## config.mk

```make
export PLATFORM = sky130hd
export DESIGN_NAME = sorted_keyed_part_table_flat
export DESIGN_NICKNAME = d
export VERILOG_FILES = /design/src/hw/rtl/skt_pkg.sv /design/src/hw/rtl/skt_req_if.sv /design/src/hw/rtl/skt_rsp_if.sv /design/src/hw/rtl/skt_ram.sv /design/src/hw/rtl/skt_alu.sv /design/src/hw/rtl/skt_seq.sv /design/src/hw/rtl/sorted_keyed_part_table.sv /design/src/flat_wrapper.sv
export SDC_FILE = /design/constraint.sdc
export NUM_CORES = 2
export LEC_CHECK = 0
export CAP_MARGIN = 20
export CORE_AREA = 2 2 521 523
export CTS_CLUSTER_DIAMETER = 150
export DETAILED_ROUTE_END_ITERATION = 6
export DIE_AREA = 0 0 523 525
export DONT_BUFFER_PORTS = 1
export PLACE_DENSITY = 0.52
export SYNTH_ARGS = -nofsm -noshare
export SYNTH_HDL_FRONTEND = slang
export SYNTH_SLANG_ARGS = --single-unit
```

## constraint.sdc

```tcl
create_clock -name clk -period 11.29 [get_ports clk]
set_clock_uncertainty 0.15 [all_clocks]
set_input_delay 2.258 -clock clk [delete_from_list [all_inputs] [get_ports clk]]
set_output_delay 2.258 -clock clk [all_outputs]
set_load 0.005 [all_outputs]
```

## src/hw/rtl/skt_pkg.sv

```systemverilog
// Shared types, widths and codes of the sorted keyed part table.
// No dependencies.
`default_nettype none
package skt_pkg;

  localparam int TYPE_W       = 3;
  localparam int KEY_W        = 31;
  localparam int QTY_W        = 32;
  localparam int STAT_W       = 3;
  localparam int DEF_CAPACITY = 32;

  localparam logic [TYPE_W-1:0] REQ_INSERT = 3'd0;
  localparam logic [TYPE_W-1:0] REQ_SEARCH = 3'd1;
  localparam logic [TYPE_W-1:0] REQ_UPDATE = 3'd2;
  localparam logic [TYPE_W-1:0] REQ_ERASE  = 3'd3;
  localparam logic [TYPE_W-1:0] REQ_DUMP   = 3'd4;

  localparam logic [STAT_W-1:0] ST_OK     = 3'd0;
  localparam logic [STAT_W-1:0] ST_NFOUND = 3'd1;
  localparam logic [STAT_W-1:0] ST_DUP    = 3'd2;
  localparam logic [STAT_W-1:0] ST_FULL   = 3'd3;
  localparam logic [STAT_W-1:0] ST_EMPTY  = 3'd4;

  typedef enum logic [3:0] {
    S_IDLE,
    S_DECODE,
    S_SEEK,
    S_SHUP,
    S_INS_WR,
    S_SHDN,
    S_RESP,
    S_DMP_RD,
    S_DMP_OUT
  } state_t;

  typedef struct packed {
    logic [STAT_W-1:0]       status;
    logic [KEY_W-1:0]        number;
    logic signed [QTY_W-1:0] qty;
    logic                    last;
  } resp_t;

endpackage
`default_nettype wire

```

## src/hw/rtl/skt_req_if.sv

```systemverilog
// Request channel of the sorted keyed part table.
// Depends on skt_pkg.
`default_nettype none
interface skt_req_if;
  import skt_pkg::*;

  logic                    valid;
  logic                    ready;
  logic [TYPE_W-1:0]       req_type;
  logic [KEY_W-1:0]        part_number;
  logic signed [QTY_W-1:0] quantity;

  modport source (output valid, req_type, part_number, quantity, input ready);
  modport sink (input valid, req_type, part_number, quantity, output ready);
endinterface
`default_nettype wire

```

## src/hw/rtl/skt_rsp_if.sv

```systemverilog
// Result channel of the sorted keyed part table.
// Depends on skt_pkg.
`default_nettype none
interface skt_rsp_if;
  import skt_pkg::*;

  logic                    valid;
  logic                    ready;
  logic [STAT_W-1:0]       status;
  logic [KEY_W-1:0]        found_number;
  logic signed [QTY_W-1:0] on_hand;
  logic                    last;

  modport source (output valid, status, found_number, on_hand, last, input ready);
  modport sink (input valid, status, found_number, on_hand, last, output ready);
endinterface
`default_nettype wire

```

## src/hw/rtl/skt_ram.sv

```systemverilog
// Generic single-write, single-read RAM with registered read data.
// No dependencies.
`default_nettype none
module skt_ram #(
  parameter int WIDTH = 8,
  parameter int DEPTH = 32,
  localparam int AW = (DEPTH > 1) ? $clog2(DEPTH) : 1
) (
  input  wire logic             clk,
  input  wire logic             we,
  input  wire logic [AW-1:0]    waddr,
  input  wire logic [WIDTH-1:0] wdata,
  input  wire logic             re,
  input  wire logic [AW-1:0]    raddr,
  output logic      [WIDTH-1:0] rdata
);
  logic [WIDTH-1:0] mem [DEPTH];

  always_ff @(posedge clk) begin
    if (we) begin
      mem[waddr] <= wdata;
    end
    if (re) begin
      rdata <= mem[raddr];
    end
  end
endmodule
`default_nettype wire

```

## src/hw/rtl/skt_alu.sv

```systemverilog
// Shared key comparator and saturating quantity adder.
// Depends on skt_pkg.
`default_nettype none
module skt_alu (
  input  wire logic [skt_pkg::KEY_W-1:0]        a_key,
  input  wire logic [skt_pkg::KEY_W-1:0]        b_key,
  input  wire logic signed [skt_pkg::QTY_W-1:0] a_qty,
  input  wire logic signed [skt_pkg::QTY_W-1:0] b_qty,
  output logic                                  lt,
  output logic                                  eq,
  output logic signed [skt_pkg::QTY_W-1:0]      sum
);
  import skt_pkg::*;

  logic signed [QTY_W:0] wide;

  assign lt   = a_key < b_key;
  assign eq   = a_key == b_key;
  assign wide = {a_qty[QTY_W-1], a_qty} + {b_qty[QTY_W-1], b_qty};

  always_comb begin
    if (wide[QTY_W] != wide[QTY_W-1]) begin
      sum = wide[QTY_W] ? {1'b1, {(QTY_W-1){1'b0}}} : {1'b0, {(QTY_W-1){1'b1}}};
    end else begin
      sum = wide[QTY_W-1:0];
    end
  end
endmodule
`default_nettype wire

```

## src/hw/rtl/skt_seq.sv

```systemverilog
// Request sequencer: seek, shift, update and dump over the entry RAM.
// Depends on skt_pkg and skt_alu.
`default_nettype none
module skt_seq #(
  parameter int CAPACITY = skt_pkg::DEF_CAPACITY,
  localparam int AW = (CAPACITY > 1) ? $clog2(CAPACITY) : 1
) (
  input  wire logic                              clk,
  input  wire logic                              rst,
  input  wire logic                              in_valid,
  output logic                                   in_ready,
  input  wire logic [skt_pkg::TYPE_W-1:0]        in_type,
  input  wire logic [skt_pkg::KEY_W-1:0]         in_key,
  input  wire logic signed [skt_pkg::QTY_W-1:0]  in_qty,
  input  wire logic                              out_free,
  output logic                                   out_load,
  output skt_pkg::resp_t                         out_resp,
  output logic                                   re,
  output logic [AW-1:0]                          raddr,
  input  wire logic [skt_pkg::KEY_W-1:0]         rd_key,
  input  wire logic signed [skt_pkg::QTY_W-1:0]  rd_qty,
  output logic                                   we,
  output logic [AW-1:0]                          waddr,
  output logic [skt_pkg::KEY_W-1:0]              wkey,
  output logic signed [skt_pkg::QTY_W-1:0]       wqty
);
  import skt_pkg::*;

  localparam int CW = $clog2(CAPACITY + 1);
  localparam logic [CW-1:0] FULL = CW'(CAPACITY);
  localparam logic [CW-1:0] ONE  = CW'(1);

  state_t                  state, state_next;
  logic [TYPE_W-1:0]       rtype, rtype_next;
  logic [KEY_W-1:0]        rkey, rkey_next;
  logic signed [QTY_W-1:0] rqty, rqty_next;
  logic [CW-1:0]           count, count_next;
  logic [CW-1:0]           pos, pos_next;
  logic [CW-1:0]           scan, scan_next;
  logic                    primed, primed_next;
  logic [CW-1:0]           dst, dst_next;
  logic                    pend, pend_next;
  logic [AW-1:0]           pend_dst, pend_dst_next;
  resp_t                   res, res_next;

  logic                    cmp_lt, cmp_eq;
  logic signed [QTY_W-1:0] sat_sum;
  logic [CW-1:0]           pos_inc, dst_inc, dst_dec;

  skt_alu u_alu (
    .a_key (rd_key),
    .b_key (rkey),
    .a_qty (rd_qty),
    .b_qty (rqty),
    .lt    (cmp_lt),
    .eq    (cmp_eq),
    .sum   (sat_sum)
  );

  assign pos_inc = pos + ONE;
  assign dst_inc = dst + ONE;
  assign dst_dec = dst - ONE;

  always_ff @(posedge clk) begin
    if (rst) begin
      state <= S_IDLE;
      count <= '0;
      pend  <= 1'b0;
    end else begin
      state <= state_next;
      count <= count_next;
      pend  <= pend_next;
    end
  end

  always_ff @(posedge clk) begin
    rtype    <= rtype_next;
    rkey     <= rkey_next;
    rqty     <= rqty_next;
    pos      <= pos_next;
    scan     <= scan_next;
    primed   <= primed_next;
    dst      <= dst_next;
    pend_dst <= pend_dst_next;
    res      <= res_next;
  end

  always_comb begin
    state_next    = state;
    rtype_next    = rtype;
    rkey_next     = rkey;
    rqty_next     = rqty;
    count_next    = count;
    pos_next      = pos;
    scan_next     = scan;
    primed_next   = primed;
    dst_next      = dst;
    pend_next     = pend;
    pend_dst_next = pend_dst;
    res_next      = res;
    in_ready      = 1'b0;
    out_load      = 1'b0;
    out_resp      = res;
    re            = 1'b0;
    raddr         = '0;
    we            = 1'b0;
    waddr         = '0;
    wkey          = rkey;
    wqty          = rqty;

    case (state)
      S_IDLE: begin
        in_ready = 1'b1;
        if (in_valid) begin
          rtype_next = in_type;
          rkey_next  = in_key;
          rqty_next  = in_qty;
          state_next = S_DECODE;
        end
      end

      S_DECODE: begin
        pos_next    = '0;
        scan_next   = '0;
        primed_next = 1'b0;
        case (rtype)
          REQ_INSERT: begin
            if (count == FULL) begin
              res_next   = '{status: ST_FULL, number: rkey, qty: '0, last: 1'b1};
              state_next = S_RESP;
            end else begin
              state_next = S_SEEK;
            end
          end
          REQ_SEARCH, REQ_UPDATE, REQ_ERASE: begin
            state_next = S_SEEK;
          end
          REQ_DUMP: begin
            if (count == '0) begin
              res_next   = '{status: ST_EMPTY, number: '0, qty: '0, last: 1'b1};
              state_next = S_RESP;
            end else begin
              state_next = S_DMP_RD;
            end
          end
          default: begin
            state_next = S_IDLE;
          end
        endcase
      end

      S_SEEK: begin
        re    = 1'b1;
        raddr = scan[AW-1:0];
        if (pos != count && !primed) begin
          primed_next = 1'b1;
          scan_next   = scan + ONE;
        end else if (pos != count && cmp_lt) begin
          pos_next  = pos_inc;
          scan_next = scan + ONE;
        end else begin
          if (rtype == REQ_INSERT) begin
            if (pos != count && cmp_eq) begin
              res_next   = '{status: ST_DUP, number: rkey, qty: rd_qty, last: 1'b1};
              state_next = S_RESP;
            end else begin
              dst_next   = count;
              pend_next  = 1'b0;
              state_next = S_SHUP;
            end
          end else if (pos == count || !cmp_eq) begin
            res_next   = '{status: ST_NFOUND, number: rkey, qty: '0, last: 1'b1};
            state_next = S_RESP;
          end else if (rtype == REQ_UPDATE) begin
            we         = 1'b1;
            waddr      = pos[AW-1:0];
            wqty       = sat_sum;
            res_next   = '{status: ST_OK, number: rkey, qty: sat_sum, last: 1'b1};
            state_next = S_RESP;
          end else if (rtype == REQ_ERASE) begin
            res_next   = '{status: ST_OK, number: rkey, qty: rd_qty, last: 1'b1};
            dst_next   = pos;
            pend_next  = 1'b0;
            state_next = S_SHDN;
          end else begin
            res_next   = '{status: ST_OK, number: rkey, qty: rd_qty, last: 1'b1};
            state_next = S_RESP;
          end
        end
      end

      S_SHUP: begin
        if (pend) begin
          we    = 1'b1;
          waddr = pend_dst;
          wkey  = rd_key;
          wqty  = rd_qty;
        end
        if (dst > pos) begin
          re            = 1'b1;
          raddr         = dst_dec[AW-1:0];
          pend_next     = 1'b1;
          pend_dst_next = dst[AW-1:0];
          dst_next      = dst_dec;
        end else begin
          pend_next  = 1'b0;
          state_next = S_INS_WR;
        end
      end

      S_INS_WR: begin
        we         = 1'b1;
        waddr      = pos[AW-1:0];
        count_next = count + ONE;
        res_next   = '{status: ST_OK, number: rkey, qty: rqty, last: 1'b1};
        state_next = S_RESP;
      end

      S_SHDN: begin
        if (pend) begin
          we    = 1'b1;
          waddr = pend_dst;
          wkey  = rd_key;
          wqty  = rd_qty;
        end
        if (dst_inc < count) begin
          re            = 1'b1;
          raddr         = dst_inc[AW-1:0];
          pend_next     = 1'b1;
          pend_dst_next = dst[AW-1:0];
          dst_next      = dst_inc;
        end else begin
          pend_next  = 1'b0;
          count_next = count - ONE;
          state_next = S_RESP;
        end
      end

      S_RESP: begin
        if (out_free) begin
          out_load   = 1'b1;
          state_next = S_IDLE;
        end
      end

      S_DMP_RD: begin
        re         = 1'b1;
        raddr      = pos[AW-1:0];
        state_next = S_DMP_OUT;
      end

      S_DMP_OUT: begin
        out_resp = '{status: ST_OK, number: rd_key, qty: rd_qty, last: pos_inc == count};
        if (out_free) begin
          out_load = 1'b1;
          pos_next = pos_inc;
          if (pos_inc == count) begin
            state_next = S_IDLE;
          end else begin
            state_next = S_DMP_RD;
          end
        end
      end

      default: begin
        state_next = S_IDLE;
      end
    endcase
  end
endmodule
`default_nettype wire

```

## src/hw/rtl/sorted_keyed_part_table.sv

```systemverilog
// Channel   Dir  Payload
// req       in   req_type, part_number, quantity
// rsp       out  status, found_number, on_hand, last
//
// A request is decoded, then the seek walks the entries in order; an insert then shifts
// the entries above its place up and writes the new entry, an erase shifts the entries
// above it down. A full insert or an empty dump answers without a seek; a dump reads and
// sends each entry in turn. The single-read, single-write entry RAM moves one entry at a time.
// Reset clears the count and the sequencer at once; there is no clearing pass.
// A stalled result holds in the output register; the next request is taken meanwhile.
//
// Top level of the sorted keyed part table.
// Depends on skt_pkg, skt_req_if, skt_rsp_if, skt_ram and skt_seq.
`default_nettype none
module sorted_keyed_part_table #(
  parameter int CAPACITY = skt_pkg::DEF_CAPACITY
) (
  input wire logic  clk,
  input wire logic  rst,
  skt_req_if.sink   req,
  skt_rsp_if.source rsp
);
  import skt_pkg::*;

  localparam int AW = (CAPACITY > 1) ? $clog2(CAPACITY) : 1;
  localparam int DW = KEY_W + QTY_W;

  logic                    re, we, out_load, out_free;
  logic [AW-1:0]           raddr, waddr;
  logic [DW-1:0]           rdata;
  logic [KEY_W-1:0]        wkey;
  logic signed [QTY_W-1:0] wqty;
  resp_t                   out_resp;
  resp_t                   result;
  logic                    result_valid;

  assign out_free = !result_valid || rsp.ready;

  skt_ram #(
    .WIDTH (DW),
    .DEPTH (CAPACITY)
  ) u_ram (
    .clk   (clk),
    .we    (we),
    .waddr (waddr),
    .wdata ({wkey, wqty}),
    .re    (re),
    .raddr (raddr),
    .rdata (rdata)
  );

  skt_seq #(
    .CAPACITY (CAPACITY)
  ) u_seq (
    .clk      (clk),
    .rst      (rst),
    .in_valid (req.valid),
    .in_ready (req.ready),
    .in_type  (req.req_type),
    .in_key   (req.part_number),
    .in_qty   (req.quantity),
    .out_free (out_free),
    .out_load (out_load),
    .out_resp (out_resp),
    .re       (re),
    .raddr    (raddr),
    .rd_key   (rdata[DW-1:QTY_W]),
    .rd_qty   (rdata[QTY_W-1:0]),
    .we       (we),
    .waddr    (waddr),
    .wkey     (wkey),
    .wqty     (wqty)
  );

  always_ff @(posedge clk) begin
    if (rst) begin
      result_valid <= 1'b0;
    end else if (out_load) begin
      result_valid <= 1'b1;
    end else if (rsp.ready) begin
      result_valid <= 1'b0;
    end
  end

  always_ff @(posedge clk) begin
    if (out_load) begin
      result <= out_resp;
    end
  end

  assign rsp.valid        = result_valid;
  assign rsp.status       = result.status;
  assign rsp.found_number = result.number;
  assign rsp.on_hand      = result.qty;
  assign rsp.last         = result.last;
endmodule
`default_nettype wire

```

## src/flat_wrapper.sv

```systemverilog
// flat-port wrapper written by rule: the top's interface ports become plain ports
module sorted_keyed_part_table_flat import skt_pkg::*;
#(
  parameter int CAPACITY = skt_pkg::DEF_CAPACITY
)
  (clk, rst, req_valid, req_req_type, req_part_number, req_quantity, req_ready, rsp_valid, rsp_status, rsp_found_number, rsp_on_hand, rsp_last, rsp_ready);
  skt_req_if req_i ();
  skt_rsp_if rsp_i ();
  input wire logic clk;
  input wire logic rst;
  input wire logic [$bits(req_i.valid)-1:0] req_valid;
  input wire logic [$bits(req_i.req_type)-1:0] req_req_type;
  input wire logic [$bits(req_i.part_number)-1:0] req_part_number;
  input wire logic [$bits(req_i.quantity)-1:0] req_quantity;
  output wire logic [$bits(req_i.ready)-1:0] req_ready;
  output wire logic [$bits(rsp_i.valid)-1:0] rsp_valid;
  output wire logic [$bits(rsp_i.status)-1:0] rsp_status;
  output wire logic [$bits(rsp_i.found_number)-1:0] rsp_found_number;
  output wire logic [$bits(rsp_i.on_hand)-1:0] rsp_on_hand;
  output wire logic [$bits(rsp_i.last)-1:0] rsp_last;
  input wire logic [$bits(rsp_i.ready)-1:0] rsp_ready;
  assign req_i.valid = req_valid;
  assign req_i.req_type = req_req_type;
  assign req_i.part_number = req_part_number;
  assign req_i.quantity = req_quantity;
  assign req_ready = req_i.ready;
  assign rsp_valid = rsp_i.valid;
  assign rsp_status = rsp_i.status;
  assign rsp_found_number = rsp_i.found_number;
  assign rsp_on_hand = rsp_i.on_hand;
  assign rsp_last = rsp_i.last;
  assign rsp_i.ready = rsp_ready;
  sorted_keyed_part_table #(.CAPACITY(CAPACITY)) u_core (.clk(clk), .rst(rst), .req(req_i), .rsp(rsp_i));
endmodule
```

# After elaboration in Yosys (flattened, before gate mapping)
# Memory sizes are Yosys's and may differ from the RTL's. A register that Yosys moved wholly into a read port is not among the register bits.
# Cells that the tools add are included.
[totals]
register_bits = 236
ramBits = 2016
in_bits = 70
out_inout_bits = 69
elab_cells = 199
mem_count = 1
[classes]
n_addsub = 7
n_lt_le_gt_ge = 3
eq_ne = 38
mux = 98
n_reduce_logical = 32
[memory_table]
columns = ["memory", "depth", "word_bits", "rd", "rd_ports_with_merged_regs", "write_ports", "line_no", "text"]
rows = [
  ["u_core.u_ram.mem", 32, 63, 1, 1, 1, "skt_ram.sv:17", "logic [WIDTH-1:0] mem [DEPTH];"],
]
[op_table]
columns = ["operator", "n"]
rows = [
  ["$mux W67", 6],
  ["$mux W32", 8],
  ["$pmux W67 S3", 1],
  ["$pmux W67 S2", 1],
  ["$mux W6", 15],
  ["$mux W65", 1],
  ["$mux W64", 1],
  ["$pmux W32 S2", 1],
  ["$mux W31", 2],
  ["$mux W5", 10],
  ["$pmux W4 S9", 1],
  ["$pmux W6 S3", 2],
  ["$add A32 B32 Y33", 1],
  ["$mux W33", 1],
  ["$mux W4", 8],
  ["$eq A31 B31 Y1", 1],
  ["$lt A31 B31 Y1", 1],
  ["$ne A3 B3 Y1 const B", 9],
  ["$add A6 B1 Y6 const B", 4],
  ["$mux W1", 24],
  ["$pmux W6 S2", 2],
  ["$reduce_and A7 Y1", 3],
  ["$pmux W5 S4", 1],
  ["$ne A2 B2 Y1 const B", 9],
  ["36 further kinds", 65],
]

# Longest topological paths before layout
[depth]
ltp_word = 10
ltp_mapped = 19
ltp_nobuf = 16

# Hierarchy
# A second synthesis with hierarchy kept.
[hier_totals]
cells_unflattened = 4531
hier_area_um2 = 93403.3
[modules_own_cells]
columns = ["mod", "instances", "cells_each", "area_each_um2", "seq_area_each_um2"]
rows = [
  ["skt_ram", 1, 3055, 78405.2, 62429.9],
  ["skt_seq", 1, 996, 9933.3, 4874.7],
  ["skt_alu", 1, 409, 3006.6, 0.0],
  ["sorted_keyed_part_table", 1, 71, 2058.2, 2031.9],
]

# Worst setup path before layout
# OpenSTA, ideal clock, no wires.
[synth_path]
path_type = "reg-to-reg"
startpoint = "register u_core.u_ram.rdata[62] (read register of u_core.u_ram.mem)"
endpoint = "memory u_core.u_ram.mem[22][0] in the netlist's numbering, enable pin"
setup_ns = 0.641
arrival_ns = 8.460
required_time_ns = 10.499
setup_slack_ns = 2.040
stages_incl_launch_ff = 11
path_buffers = 0
synth_period_minus_slack_ns = 9.250
cell_sequence = "edfxtp_1 ha_1 nand4_1 nor4_1 and4_1 nand2_2 nor3_2 o211a_1 nor2_1 o32a_1 nor4_1"
[synth_between]
elab_chain_len = 10
elab_cells_between_ends = 17
classes_between = "1 x order compare; 1 x eq/ne; 12 x mux; 3 x reduce/logical"
[synth_lines]
columns = ["item", "line_no", "text"]
rows = [
  ["from (decl)", "skt_ram.sv:15", "output logic [WIDTH-1:0] rdata"],
  ["parallel branches: the longest is 10 deep, another holds $lt A31 B31 Y1", "n/a", ""],
  ["to (decl)", "skt_ram.sv:17", ""],
]
# Parallel ways; which one is timed is not known.

# Worst setup path after layout
[layout_path]
startpoint = "register u_core.u_ram.rdata[60] (read register of u_core.u_ram.mem)"
endpoint = "memory u_core.u_ram.mem[16][44] in the netlist's numbering, enable pin"
# Same word-level chain as after synthesis.

==> results by group <==
Status
  – Outcome: complete, no violations

Logic synthesis
  – Synth Instances: 6783
  – Netlist cell types: 93
  – Syn avg cell area: 13.8 um2
  – Mapped Nets: 6939
  – Register area share after synthesis: 0.740
  – Yosys warns: 0
  – Synth Cell Area: 93700 um2
  – Synth Flop Type: edfxtp_1
  – #FFs+latches synth: 2313
  – Asr flop ratio synth: 0
  – EDFF count, synth: 2301

Worst setup path
  – CP startpoint kind: flop
  – Path depth of the worst reg2reg path: 13
  – Worst EP required: 11.64 ns
  – CP endpoint kind: flop
  – Critical path arrival: 7.50 ns
  – Crit Path Max Fanout: 37
  – CP Class: flop to flop
  – Reg2Reg Setup Slack: 4.14 ns

Floorplanning
  – Core area: 269000 um2
  – Die Footprint: 275000 um2
  – Starting Density: 0.348
  – Die X: 523 um
  – # rows: 191
  – Die Y: 525 um
  – I/O pins: 139

Layout
  – Most frequent cells in the layout: edfxtp_1 (2301), nand2_1 (1689), nand3_1 (449)
  – Fill cell count: 24900
  – Reg area: 69300 um2
  – Final nets: 6952
  – Most common cell after layout, fill and taps aside: edfxtp_1
  – Share of layout cells above drive strength 1: 0.0998
  – Area delta synth->final: 13.0%
  – Post-route insts no fill: 10600
  – Multi-input gate area: 22800 um2

STA
  – Fmax: 0.140 GHz
  – Slew @ Worst Pin: 1.15 ns
  – Setup-failing EPs final: 0
  – Min Tclk post-route: 7.15 ns
  – Slew headroom: 0.229
  – Final Hold Violating Endpoints: 0
  – RSZ-0062 raised after global routing: false
  – Crit share post-route: 0.633
  – Slew Limit Fails: 0
  – Setup Total Neg Slack: 0 ns

Placement
  – Dpl cells: 10100
  – Placer congestion estimate: 0.841
  – Input/output buffers: 0
  – Hpwl dp: 159000 um

Global routing
  – Largest net degree at the start of global routing: 160
  – Vias in the first global route: 55700
  – Initial antenna violation count: 35
  – First-pass GRT wire length: 413000 um
  – Total track usage: 0.205
  – Total gr overflow: 0

Clocking
  – CTS tree: yes
  – Total CTS buffers: 234
  – Cts-stage hold buffer count: 0
  – Cts repair resizes: 0
  – Number of setup buffers added after CTS: 0
  – CTS H-tree depth: 4
  – Max clock buf depth: 3
  – Clock transition at path regs: 0.06 ns
  – Worst-Skew Late Latency: 0.91 ns
  – Clk root buf: clkbuf_16
  – Clock sink count: 2313

Detailed routing
  – # DRC: 0
  – Via-to-Cell Ratio: 5.56
  – Routed Antenna Nets: 0
  – DR iter-0 viols: 6339
  – Final WL: 290000 um
  – DRT Pass-1 Iters: 7
  – Routed length per placed instance: 27.4 um
  – Vias: 58700

Power and ir drop
  – PwrDens: 235 nW/um2
  – Peak VDD IR: 233 uV
  – Lkg Pwr: 34.7 nW

Min path
  – Worst Hold Class: flop to flop
  – Worst Hold Path Cells: 1

Job
  – Max-cap check violation count: 0
[final cells by class]
| class | instances | area share |
|---|---|---|
| diodes | 7 | 0.000165 |
| clock inverters | 138 | 0.0110 |
| clock buffers | 288 | 0.0574 |
| repair buffers | 198 | 0.0166 |
| multi-input cells | 3981 | 0.215 |
| flip-flops and latches | 2313 | 0.655 |
| inverters | 68 | 0.00241 |
| well taps | 3570 | 0.0422 |
[critical path, cell delays in order (launching register included)]
cell	delay, ns
edfxtp_1	0.43
ha_1	0.33
nand4_1	0.62
nor4_1	0.57
buf_2	0.26
buf_4	0.13
and4_1	0.46
nand2_2	0.24
nor3_1	0.38
a21oi_1	0.19
o31ai_4	0.58
o211ai_1	0.50
nor2_4	0.98
buf_4	0.85
[through the flow]
| step | power (mW) | worst slack (ns) | util | hold WS [ns] | cell area [um2] |
|---|---|---|---|---|---|
| 2_1_floorplan | 15.0 | 2.04 | - | 0.301 | 93700 |
| 3_3_place_gp | 17.5 | 3.77 | 0.365 | 0.364 | 98400 |
| 3_5_place_dp | 17.6 | 4.26 | 0.365 | 0.372 | 98400 |
| 4_1_cts | 25.0 | 4.22 | 0.392 | 0.384 | 106000 |
| 5_1_grt | 25.9 | 3.89 | 0.393 | 0.402 | 106000 |
| 6_report | 24.9 | 4.14 | 0.393 | 0.381 | 106000 |
[state kept, by name, indices dropped and copies added (netlist names)]
| signal | count |
|---|---|
| u_core.u_seq.res | 66 |
| u_core.u_seq.pend | 1 |
| u_core.u_seq.rqty | 32 |
| u_core.rsp.on_hand | 32 |
| u_core.rsp.valid | 1 |
| u_core.u_ram.mem | 2016 |
| u_core.u_seq.state | 4 |
| u_core.u_seq.rtype | 3 |
| u_core.u_seq.scan | 5 |
| u_core.u_seq.dst | 6 |
| u_core.rsp.status | 3 |
| u_core.u_seq.pos | 6 |
| u_core.u_seq.count | 6 |
| u_core.rsp.found_number | 31 |
| u_core.u_seq.pend_dst | 5 |
| u_core.u_ram.rdata | 63 |
| u_core.rsp.last | 1 |
| u_core.u_seq.rkey | 31 |
| u_core.u_seq.primed | 1 |
[power breakdown]
group	internal (mW)	leakage [nW]	total, mW	switching, mW
clock	4.11	3.53	7.43	3.32
combinational	1.85	10.3	6.59	4.74
sequential	10.5	20.9	10.9	0.350
total	16.5	34.7	24.9	8.41
[cells by family (layout without fill, tap and decap cells)]
family / Yosys count / in the layout / share of synthesized area
simple gates: 2672 / 2672 / 0.124
mux: 272 / 272 / 0.0308
buf+inv: 489 / 692 / 0.0235
compound gates: 900 / 900 / 0.0657
xor+xnor: 51 / 51 / 0.00477
other cells: 0 / 7 / 0
fa+ha+maj: 86 / 86 / 0.0116
flops: 2313 / 2313 / 0.740
[cells in the mapped netlist (69+ instances only)]
| cell type | count | area, um2 |
|---|---|---|
| edfxtp_1 | 2301 | 69100 |
| nand2_1 | 1692 | 6350 |
| nand3_1 | 449 | 2250 |
| a31oi_1 | 261 | 1630 |
| mux2i_1 | 197 | 1970 |
| clkbuf_1 | 185 | 694 |
| buf_2 | 177 | 886 |
| nor2_1 | 149 | 559 |
| nand4_1 | 139 | 870 |
| and3_1 | 133 | 832 |
| o22ai_1 | 133 | 832 |
| o21ai_0 | 103 | 515 |
| ha_1 | 84 | 1050 |
| a21oi_1 | 80 | 400 |
| mux2_2 | 69 | 777 |
[final timing paths]
check,startpoint,endpoint
setup / recovery,u_core.u_ram.rdata[60],u_core.u_ram.mem[16][44]
hold reg to reg,u_core.u_seq.res[66],u_core.rsp.status[2]
setup reg to reg,u_core.u_ram.rdata[60],u_core.u_ram.mem[16][44]
hold / removal,u_core.u_seq.res[66],u_core.rsp.status[2]
[metal layers]
| metal | global-route usage | up-vias | wire length, um |
|---|---|---|---|
| met5 | 0 | - | 161 |
| met4 | 0.0527 | 26 | 6530 |
| met3 | 0.0398 | 421 | 23500 |
| met2 | 0.322 | 2432 | 133000 |
| met1 | 0.292 | 30200 | 127000 |
| li1 | - | 25600 | - |
No activity file was read; power rests on OpenSTA's default activity.
